**src/design/assert_macros.svh**
```systemverilog
// Assertion helpers shared by the RTL.
`ifndef ASSERT_MACROS_SVH
`define ASSERT_MACROS_SVH

// Property that must hold at every clock edge outside reset.
`define ASSERT_ALWAYS(name, prop, msg) \
  name: assert property (@(posedge clk) disable iff (rst) (prop)) else $error(msg);

// Antecedent in one cycle implies consequent in the next.
`define ASSERT_NEXT(name, ante, cons, msg) \
  name: assert property (@(posedge clk) disable iff (rst) (ante) |=> (cons)) else $error(msg);

// Antecedent implies consequent in the same cycle.
`define ASSERT_SAME(name, ante, cons, msg) \
  name: assert property (@(posedge clk) disable iff (rst) (ante) |-> (cons)) else $error(msg);

`endif

```
**src/design/lsmt_pkg.sv**
```systemverilog
`timescale 1ns / 1ps

package lsmt_pkg;

  localparam int DEF_TABLE_DEPTH = 32;
  localparam int DEF_MAX_PORTS   = 16;
  localparam int MAC_W           = 48;

  // Register index (address bit above the word offset)
  localparam logic REG_PORTS_PRESENT = 1'b0;
  localparam logic REG_L3_PORT_MASK  = 1'b1;

  typedef enum logic [1:0] {
    ACT_UNICAST = 2'd0,
    ACT_FLOOD   = 2'd1,
    ACT_DROP    = 2'd2
  } fwd_act_t;

  typedef enum logic [1:0] {
    LRN_SAME   = 2'd0,
    LRN_INSERT = 2'd1,
    LRN_MOVE   = 2'd2,
    LRN_FULL   = 2'd3
  } lrn_status_t;

endpackage

```
**src/design/lsmt_cfg.sv**
```systemverilog
`timescale 1ns / 1ps

module lsmt_cfg #(
  parameter int MAX_PORTS = lsmt_pkg::DEF_MAX_PORTS
) (
  input  logic                                  clk,
  input  logic                                  rst,
  input  logic                                  psel,
  input  logic                                  penable,
  input  logic                                  pwrite,
  input  logic [(MAX_PORTS > 32 ? 4 : 3)-1:0]   paddr,
  input  logic [(MAX_PORTS > 32 ? 64 : 32)-1:0] pwdata,
  output logic [(MAX_PORTS > 32 ? 64 : 32)-1:0] prdata,
  output logic                                  pready,
  output logic [$clog2(MAX_PORTS+1)-1:0]        ports_present,
  output logic [MAX_PORTS-1:0]                  l3_port_mask
);
  import lsmt_pkg::*;

  localparam int DATA_W = (MAX_PORTS > 32) ? 64 : 32;
  localparam int ADDR_W = (MAX_PORTS > 32) ? 4 : 3;
  localparam int PCNT_W = $clog2(MAX_PORTS + 1);

  logic reg_sel;
  logic wr_en;

  assign pready  = 1'b1;
  assign reg_sel = paddr[ADDR_W-1];   // word offset bits ignored
  assign wr_en   = psel && penable && pwrite && pready;

  always_ff @(posedge clk) begin
    if (rst) begin
      ports_present <= PCNT_W'(MAX_PORTS);
      l3_port_mask  <= '0;
    end else if (wr_en) begin
      unique case (reg_sel)
        REG_PORTS_PRESENT: ports_present <= pwdata[PCNT_W-1:0];
        REG_L3_PORT_MASK:  l3_port_mask  <= pwdata[MAX_PORTS-1:0];
        default: ;
      endcase
    end
  end

  always_comb begin
    unique case (reg_sel)
      REG_PORTS_PRESENT: prdata = DATA_W'(ports_present);
      REG_L3_PORT_MASK:  prdata = DATA_W'(l3_port_mask);
      default:           prdata = '0;
    endcase
  end

endmodule

```
**src/design/learning_switch_mac_table.sv**
```systemverilog
`timescale 1ns / 1ps
// A request is accepted in idle, scanned against the filled entries, then decided and written back;
// the result is registered at write-back. One request at a time: the input stalls until idle again.
// The scan runs through the single-read-port MAC memory, one entry per cycle.
// A waiting result lets the next request in and scanned; its write-back waits for the result.
// Reset (rst, synchronous): fill count cleared (table empty), registers to MAX_PORTS ports / no L3.
// No clearing pass: the table fills contiguously, so the fill count marks valid entries.

module learning_switch_mac_table #(
  parameter int TABLE_DEPTH = lsmt_pkg::DEF_TABLE_DEPTH,
  parameter int MAX_PORTS   = lsmt_pkg::DEF_MAX_PORTS
) (
  input  logic                                  clk,
  input  logic                                  rst,
  // configuration
  input  logic                                  psel,
  input  logic                                  penable,
  input  logic                                  pwrite,
  input  logic [(MAX_PORTS > 32 ? 4 : 3)-1:0]   paddr,
  input  logic [(MAX_PORTS > 32 ? 64 : 32)-1:0] pwdata,
  output logic [(MAX_PORTS > 32 ? 64 : 32)-1:0] prdata,
  output logic                                  pready,
  // request channel
  input  logic                                  in_valid,
  output logic                                  in_stall,
  input  logic [lsmt_pkg::MAC_W-1:0]            src_mac,
  input  logic [lsmt_pkg::MAC_W-1:0]            dst_mac,
  input  logic [$clog2(MAX_PORTS)-1:0]          ingress_port,
  // result channel
  output logic                                  out_valid,
  input  logic                                  out_stall,
  output logic [MAX_PORTS-1:0]                  egress_mask,
  output logic [1:0]                            forward_action,
  output logic [1:0]                            learn_status
);
  import lsmt_pkg::*;

  `include "assert_macros.svh"

  localparam int IDX_W  = (TABLE_DEPTH > 1) ? $clog2(TABLE_DEPTH) : 1;
  localparam int CNT_W  = $clog2(TABLE_DEPTH + 1);
  localparam int PORT_W = $clog2(MAX_PORTS);
  localparam int PCNT_W = $clog2(MAX_PORTS + 1);
  localparam int WORD_W = MAC_W + PORT_W;

  typedef enum logic [1:0] {
    S_IDLE,
    S_SCAN,
    S_WRITE
  } state_t;

  // ---------------------------------------------------------------------------
  // Configuration registers
  // ---------------------------------------------------------------------------
  logic [PCNT_W-1:0]    ports_present;
  logic [MAX_PORTS-1:0] l3_port_mask;

  lsmt_cfg #(
    .MAX_PORTS (MAX_PORTS)
  ) u_cfg (
    .clk           (clk),
    .rst           (rst),
    .psel          (psel),
    .penable       (penable),
    .pwrite        (pwrite),
    .paddr         (paddr),
    .pwdata        (pwdata),
    .prdata        (prdata),
    .pready        (pready),
    .ports_present (ports_present),
    .l3_port_mask  (l3_port_mask)
  );

  // ---------------------------------------------------------------------------
  // Control and request registers
  // ---------------------------------------------------------------------------
  state_t            state;
  logic [CNT_W-1:0]  fill_count;   // entries 0..fill_count-1 are valid
  logic [CNT_W-1:0]  scan_idx;     // next entry to read
  logic              rd_vld;       // rd_word holds entry rd_idx
  logic [IDX_W-1:0]  rd_idx;

  logic [MAC_W-1:0]  req_src;
  logic [MAC_W-1:0]  req_dst;
  logic [PORT_W-1:0] req_port;

  // scan results
  logic              src_hit;
  logic [IDX_W-1:0]  src_idx;
  logic [PORT_W-1:0] src_port;
  logic              dst_hit;
  logic [PORT_W-1:0] dst_port;

  fwd_act_t          act_q;
  lrn_status_t       lrn_q;

  // ---------------------------------------------------------------------------
  // Table memory: {mac, port} per entry, one read and one write port
  // ---------------------------------------------------------------------------
  logic [WORD_W-1:0] mem [TABLE_DEPTH];
  logic [WORD_W-1:0] rd_word;
  logic [IDX_W-1:0]  rd_addr;
  logic              mem_we;
  logic [IDX_W-1:0]  mem_waddr;
  logic [WORD_W-1:0] mem_wdata;

  always_ff @(posedge clk) begin
    if (mem_we) begin
      mem[mem_waddr] <= mem_wdata;
    end
    rd_word <= mem[rd_addr];
  end

  logic [MAC_W-1:0]  rd_mac;
  logic [PORT_W-1:0] rd_port;
  assign rd_mac  = rd_word[WORD_W-1:PORT_W];
  assign rd_port = rd_word[PORT_W-1:0];

  // ---------------------------------------------------------------------------
  // Scan control
  // ---------------------------------------------------------------------------
  logic issuing;
  logic accept;
  logic out_hold;

  assign issuing  = (state == S_SCAN) && (scan_idx < fill_count);
  assign rd_addr  = scan_idx[IDX_W-1:0];
  assign in_stall = (state != S_IDLE);
  assign accept   = in_valid && !in_stall;
  assign out_hold = out_valid && out_stall;

  // ---------------------------------------------------------------------------
  // Learn / forward decision (write-back cycle)
  // ---------------------------------------------------------------------------
  logic [MAX_PORTS-1:0] present;
  logic [MAX_PORTS-1:0] avail;
  logic [MAX_PORTS-1:0] ing_bit;
  logic [MAX_PORTS-1:0] fwd_bit;
  logic                 table_full;
  logic                 dst_bcast;
  logic                 dst_is_src;
  logic                 dst_known;
  logic [PORT_W-1:0]    fwd_port;
  lrn_status_t          lrn_next;
  fwd_act_t             act_next;
  logic [MAX_PORTS-1:0] egress_next;

  always_comb begin
    // port count above MAX_PORTS covers every port anyway
    for (int p = 0; p < MAX_PORTS; p++) begin
      present[p] = (ports_present > PCNT_W'(p));
    end
  end

  assign avail      = present & ~l3_port_mask;
  assign ing_bit    = MAX_PORTS'(1) << req_port;
  assign table_full = (fill_count == CNT_W'(TABLE_DEPTH));
  assign dst_bcast  = &req_dst;
  assign dst_is_src = (req_dst == req_src);

  always_comb begin
    priority if (src_hit) begin
      lrn_next = (src_port == req_port) ? LRN_SAME : LRN_MOVE;
    end else if (table_full) begin
      lrn_next = LRN_FULL;
    end else begin
      lrn_next = LRN_INSERT;
    end
  end

  // learning runs first: a destination equal to the source sees the new port
  assign dst_known = !dst_bcast && (dst_hit || (dst_is_src && (lrn_next != LRN_FULL)));
  assign fwd_port  = dst_is_src ? req_port : dst_port;
  assign fwd_bit   = MAX_PORTS'(1) << fwd_port;

  always_comb begin
    priority if (!dst_known) begin
      act_next    = ACT_FLOOD;
      egress_next = avail & ~ing_bit;
    end else if ((avail & fwd_bit) != '0) begin
      act_next    = ACT_UNICAST;
      egress_next = fwd_bit;
    end else begin
      act_next    = ACT_DROP;
      egress_next = '0;
    end
  end

  // write-back happens together with the result load
  assign mem_we    = (state == S_WRITE) && !out_hold &&
                     ((lrn_next == LRN_INSERT) || (lrn_next == LRN_MOVE));
  assign mem_waddr = (lrn_next == LRN_MOVE) ? src_idx : fill_count[IDX_W-1:0];
  assign mem_wdata = {req_src, req_port};

  // ---------------------------------------------------------------------------
  // Sequencer
  // ---------------------------------------------------------------------------
  always_ff @(posedge clk) begin
    if (rst) begin
      state      <= S_IDLE;
      fill_count <= '0;
      scan_idx   <= '0;
      rd_vld     <= 1'b0;
      out_valid  <= 1'b0;
    end else begin
      // write-back reloads the result register itself
      if (out_valid && !out_stall && (state != S_WRITE)) begin
        out_valid <= 1'b0;
      end
      rd_vld <= issuing;
      rd_idx <= rd_addr;
      unique case (state)
        S_IDLE: begin
          if (accept) begin
            req_src  <= src_mac;
            req_dst  <= dst_mac;
            req_port <= ingress_port;
            src_hit  <= 1'b0;
            dst_hit  <= 1'b0;
            scan_idx <= '0;
            state    <= S_SCAN;
          end
        end
        S_SCAN: begin
          if (issuing) begin
            scan_idx <= scan_idx + CNT_W'(1);
          end
          if (rd_vld) begin
            if (rd_mac == req_src) begin
              src_hit  <= 1'b1;
              src_idx  <= rd_idx;
              src_port <= rd_port;
            end
            if (rd_mac == req_dst) begin
              dst_hit  <= 1'b1;
              dst_port <= rd_port;
            end
          end
          if (!issuing && !rd_vld) begin
            state <= S_WRITE;
          end
        end
        S_WRITE: begin
          if (!out_hold) begin
            out_valid   <= 1'b1;
            egress_mask <= egress_next;
            act_q       <= act_next;
            lrn_q       <= lrn_next;
            if (lrn_next == LRN_INSERT) begin
              fill_count <= fill_count + CNT_W'(1);
            end
            state <= S_IDLE;
          end
        end
        default: state <= S_IDLE;
      endcase
    end
  end

  assign forward_action = act_q;
  assign learn_status   = lrn_q;

  // ---------------------------------------------------------------------------
  // Assertions
  // ---------------------------------------------------------------------------
  `ASSERT_ALWAYS(a_fill_bound, fill_count <= CNT_W'(TABLE_DEPTH), "fill count beyond table depth")
  `ASSERT_NEXT(a_accept_busy, accept, in_stall && !issuing || state == S_SCAN, "accept did not start scan")
  `ASSERT_SAME(a_fill_on_insert, (fill_count != $past(fill_count)) && !$past(rst), out_valid && (learn_status == LRN_INSERT), "fill count moved without insert")
  `ASSERT_SAME(a_result_from_wb, $rose(out_valid), $past(state) == S_WRITE, "result loaded outside write-back")

endmodule

```
**config.mk**
```make
export PLATFORM = sky130hd
export DESIGN_NAME = learning_switch_mac_table
export DESIGN_NICKNAME = d
export VERILOG_FILES = /design/src/design/lsmt_pkg.sv /design/src/design/lsmt_cfg.sv /design/src/design/learning_switch_mac_table.sv
export VERILOG_INCLUDE_DIRS = /design/src /design/src/design
export SDC_FILE = /design/constraint.sdc
export NUM_CORES = 2
export LEC_CHECK = 0
export ABC_CLOCK_PERIOD_IN_PS = 7600
export BUFFER_PORTS_ARGS = -buffer_cell sky130_fd_sc_hd__buf_2
export CORE_MARGIN = 1.5
export CORE_UTILIZATION = 55
export CTS_CLUSTER_SIZE = 8
export DETAILED_ROUTE_END_ITERATION = 10
export GPL_ROUTABILITY_DRIVEN = 0
export GPL_TIMING_DRIVEN = 0
export PLACE_DENSITY = 0.72
export SYNTH_ARGS = -nofsm -noshare
export SYNTH_HDL_FRONTEND = slang
export SYNTH_SLANG_ARGS = --single-unit
```
**constraint.sdc**
```tcl
create_clock -name clk -period 7.6 [get_ports clk]
set_input_delay 0.38 -clock clk [delete_from_list [all_inputs] [get_ports clk]]
set_output_delay 0.38 -clock clk [all_outputs]
set_load 0.005 [all_outputs]
```
==> results by stage <==
Status:
- The run finished with clean final reports.

Yosys:
- The netlist area before placement is 73100 um2.
- The netlist uses 69 different library cells.
- Ranked by total cell area, the synthesized netlist is headed by sky130_fd_sc_hd__edfxtp_1, sky130_fd_sc_hd__mux4_2, sky130_fd_sc_hd__dfxtp_1.
- sky130_fd_sc_hd__edfxtp_1 takes more of the synthesized area than any other cell.
- After synthesis, flip-flops and latches occupy 76.5% of the total area.
- Of the post-synthesis cell area, the dominant cell type holds 74.1%.
- Yosys instantiated no cell more often than sky130_fd_sc_hd__edfxtp_1.
- By count the netlist is led by sky130_fd_sc_hd__edfxtp_1, sky130_fd_sc_hd__mux4_2, sky130_fd_sc_hd__clkbuf_1.
- The cell count after synthesis came out at 3261.
- The yosys synthesis warning count is 0.
- The most used flip-flop cell after synthesis is sky130_fd_sc_hd__edfxtp_1.
- For this run, asynchronously set or reset flops after synthesis account for 0%.
- The synthesized design contains 1893 register bits.
- Averaged over all synthesized cells, the footprint is 22.4 um2.
- Yosys mapped a number of flops with a built-in enable equal to 1804.

Detailed routing:
- The routed design has 193000 um of wire.
- After detailed routing, the average wire length per cell comes to 33.4 um.
- Summing over every cut layer, the via total after detailed routing is 38200.
- Dividing the detail-routed via count by the number of cells gives 6.60.
- The count of routing violations after the opening detailed-route iteration is 5489.
- The remaining number of nets flagged by the antenna check after routing is 0.
- The detailed-routing iteration count for the pre-antenna-repair pass is 6.
- The count of unresolved DRC violations after routing is 0.

Global route:
- The global router's overall resource usage is 28.8%.
- The number of global-route vias before repair is 38300.
- The initial antenna violation count came to 3.
- The first global-routing pass estimated 275000 um of wire.
- Entering global routing, the biggest net connects 37 pins.
- After global routing the overflow that remains totals 0.

Cells and area:
- The synthesis-to-layout area growth is 18.9%.
- Cells with a size suffix above 1 make up 30.5% of the layout.
- The layout has 8093 filler cells.
- The number of diodes is 0.
- For this run, the post-layout net count is 4068.

Power:
- The power density of the placed cells is 271 nW/um2.
- The highest ir drop seen on vdd is 0.204 mV.
- The sum of internal, switching and leakage power is 23.6 mW.
- For this design the static power due to leakage is 27.2 nW.

Floorplan:
- In this run the vertical extent of the chip is 368 um.
- The floorplan has 133 rows.
- Once the floorplan was initialized, standard cells occupied 55.6% of the core.
- 197 I/O pins were placed.
- The x dimension of the die is 368 um.
- The die footprint is 135000 um2.
- The core footprint is 132000 um2.

STA:
- The final clock skew is 0.0688 ns.
- The final critical-path share of the clock period is 68.1%.
- The timing-limited maximum frequency is 0.193 GHz.
- The relative slew slack is 3.80%.
- Setup repair after global routing left no endpoint under its margin.
- On the final layout, the worst hold slack is 0.174 ns.
- The number of max-slew violations in the final report is 0.
- The number of endpoints failing setup at the final stage is 0.
- The final hold violation count was 0.
- The smallest clock period supported by the final layout is computed as 5.18 ns.
- At the pin with the least slew margin, the transition time is 1.44 ns.
- The worst path setup slack after routing is 2.42 ns.

Worst setup path:
- The endpoint arrival time on the critical path is 5.71 ns.
- By startpoint and endpoint, the worst setup path is classified as reg2reg.
- Among all stages on the critical path, the largest delay is contributed by sky130_fd_sc_hd__edfxtp_1.
- In this run the critical register-to-register path is launched from req_port[2]$_DFFE_PP_.
- The worst setup path is launched from a flop.
- The most critical setup path has its startpoint at req_port[2]$_DFFE_PP_.
- Setup slack on the worst reg-to-reg path comes out at 2.42 ns.
- The stage delay of the slowest cell on the critical path is 1.14 ns.
- In this run the worst path has a maximum fanout of 33.
- Walking the worst path, the cells encountered are clkbuf_1, clkinv_1, a221oi_1, and4bb_2, nand2b_1, buf_2, mux2i_1, nand2_1, nor2_4, buf_12.
- In this run the worst setup path terminates at mem[0][26]$_DFFE_PP_.
- Data on the critical path is required at its endpoint by 8.14 ns.
- The worst register-to-register path ends at mem[0][26]$_DFFE_PP_.
- STA classifies the critical path endpoint as a flop.
- Counting cells, the worst reg-to-reg path comes to 10.

Place:
- The worst slack after detailed placement is 2.57 ns.
- The total half-perimeter wirelength after legalization and detailed placement is 120000 um.
- The number of port buffers is 161.

Clocking:
- Buffers inserted during clock tree synthesis total 287.
- Clock-pin slew was measured on the worst setup and hold paths at 0.05 ns.
- The clock net in this run drives a total of 1893 sinks.
- The cell chosen for the clock root is sky130_fd_sc_hd__clkbuf_16.
- The TritonCTS clock tree is built.
- In this run the deepest clock path goes through 4 buffers.
- The clock network latency to the later pin of the worst-skew pair is 0.89 ns.
- The post-CTS repair timing setup buffer count is 0.
- The count of H-tree levels built during CTS is 5.

Worst hold path:
- The path class of the tightest hold or removal check is in2reg.

Run:
- The max-capacitance violation count is 0.
-- layout make-up --
type | count | area (um2) | share of cell area, %
multi-input cells | 1191 | 16600 | 19.2
plain buffers | 170 | 759 | 0.874
repair buffers | 353 | 3480 | 4.01
clock buffers | 385 | 7720 | 8.88
flip-flops and latches | 1893 | 56000 | 64.4
well taps | 1755 | 2200 | 2.53
inverters | 22 | 82.6 | 0.0950
clock inverters | 10 | 90.1 | 0.104
-- metrics by stage --
| step | cells | setup TNS (ns) | instance area, um2 | util (%) |
|---|---|---|---|---|
| 2_1_floorplan | 3276 | 0 | 73200 | - |
| 3_3_place_gp | 5192 | -2257.93 | 76200 | 57.9 |
| 3_5_place_dp | 5265 | 0 | 77900 | 59.2 |
| 4_1_cts | 5779 | 0 | 86900 | 66.0 |
| 5_1_grt | 5779 | 0 | 86900 | 66.0 |
| 6_report | 5779 | 0 | 86900 | 66.0 |
-- critical path, delay by kind of cell (launching register included) --
kind | cells | cell delay [ns]
and+or+nand+nor | 4 | 1.79
buffers and inverters | 4 | 1.25
DFF | 1 | 1.14
AOI/OAI and AO/OA | 1 | 0.35
muxes | 1 | 0.29
-- layer usage --
metal / up-vias / wire length (um) / track usage (%)
li1: 15000 / - / -
met3: 486 / 21700 / 6.52
met4: 0 / 6840 / 9.81
met2: 2768 / 92000 / 45.3
met1: 19900 / 72400 / 40.5
met5: - / 0 / 0
-- kinds of logic after synthesis --
group / count (synthesis) / synth area share, %
adders and majority gates: 8 / 0.137
other: 2 / 0.0103
buffers and inverters: 192 / 1.14
xor gates and xnor gates: 153 / 1.83
AOI/OAI and AO/OA: 118 / 1.13
muxes: 600 / 17.2
DFF: 1893 / 76.5
and+or+nand+nor: 295 / 2.00
-- placed cells by master (no fill, tap or decap), types with 13 or more instances in the layout --
| cell type | synthesis | routed |
|---|---|---|
| sky130_fd_sc_hd__edfxtp_1 | 1804 | 1804 |
| sky130_fd_sc_hd__mux4_2 | 521 | 521 |
| sky130_fd_sc_hd__clkbuf_16 | 0 | 295 |
| sky130_fd_sc_hd__clkbuf_1 | 106 | 194 |
| sky130_fd_sc_hd__buf_2 | 30 | 192 |
| sky130_fd_sc_hd__dlygate4sd3_1 | 0 | 119 |
| sky130_fd_sc_hd__xor2_1 | 98 | 98 |
| sky130_fd_sc_hd__dfxtp_1 | 89 | 89 |
| sky130_fd_sc_hd__nand2_1 | 72 | 72 |
| sky130_fd_sc_hd__buf_12 | 0 | 68 |
| sky130_fd_sc_hd__mux2_2 | 60 | 60 |
| sky130_fd_sc_hd__xnor2_1 | 55 | 55 |
| sky130_fd_sc_hd__nor2_1 | 84 | 50 |
| sky130_fd_sc_hd__a21oi_1 | 36 | 36 |
| sky130_fd_sc_hd__nand4_1 | 35 | 35 |
| sky130_fd_sc_hd__nor4_1 | 34 | 34 |
| sky130_fd_sc_hd__nor2_4 | 0 | 33 |
| sky130_fd_sc_hd__inv_1 | 20 | 20 |
| sky130_fd_sc_hd__mux2i_1 | 19 | 19 |
| sky130_fd_sc_hd__buf_4 | 17 | 17 |
| sky130_fd_sc_hd__conb_1 | 2 | 17 |
| sky130_fd_sc_hd__nor3_1 | 16 | 16 |
| sky130_fd_sc_hd__buf_1 | 15 | 13 |
-- registers in the layout (all words and copies together), names as in the netlist --
name	flops
req_src	48
egress_mask	16
src_idx	5
rd_word	52
fill_count	6
u_cfg.l3_port_mask	16
req_dst	48
mem	1664
src_port	4
u_cfg.ports_present	5
learn_status	2
src_hit	1
state	2
forward_action	2
dst_port	4
req_port	4
out_valid	1
scan_idx	6
dst_hit	1
rd_vld	1
rd_idx	5
-- worst min-delay path by stage --
stage | startpoint | end | slack, ns | cells past startpoint
after floorplan | rd_idx[0]$_DFFE_PN_ | src_idx[0]$_DFFE_PP_ | 0.40 | 0
after detailed placement | rd_idx[2]$_DFFE_PN_ | src_idx[2]$_DFFE_PP_ | 0.41 | 0
after global placement | rd_idx[2]$_DFFE_PN_ | src_idx[2]$_DFFE_PP_ | 0.40 | 0
after global routing | src_mac[2] | req_src[2]$_DFFE_PP_ | 0.19 | 2
final | pwrite | u_cfg.l3_port_mask[0]$_SDFFE_PP0P_ | 0.17 | 4
after CTS | paddr[2] | u_cfg.l3_port_mask[0]$_SDFFE_PP0P_ | 0.10 | 5
-- report_power, final --
group,switching [mW],internal [mW],total (mW)
registers,0.246,11.6,11.8
clock network,4.23,6.95,11.2
logic,0.309,0.276,0.585
-- timing repair --
item / 4_1_cts / 5_1_grt
gates resized for setup: 0 / 0
hold endpoints to repair: 131 / 0
hold buffers: 119 / 0
endpoints found under the setup margin: 0 / 0
Power figures use the tool's default switching activity.
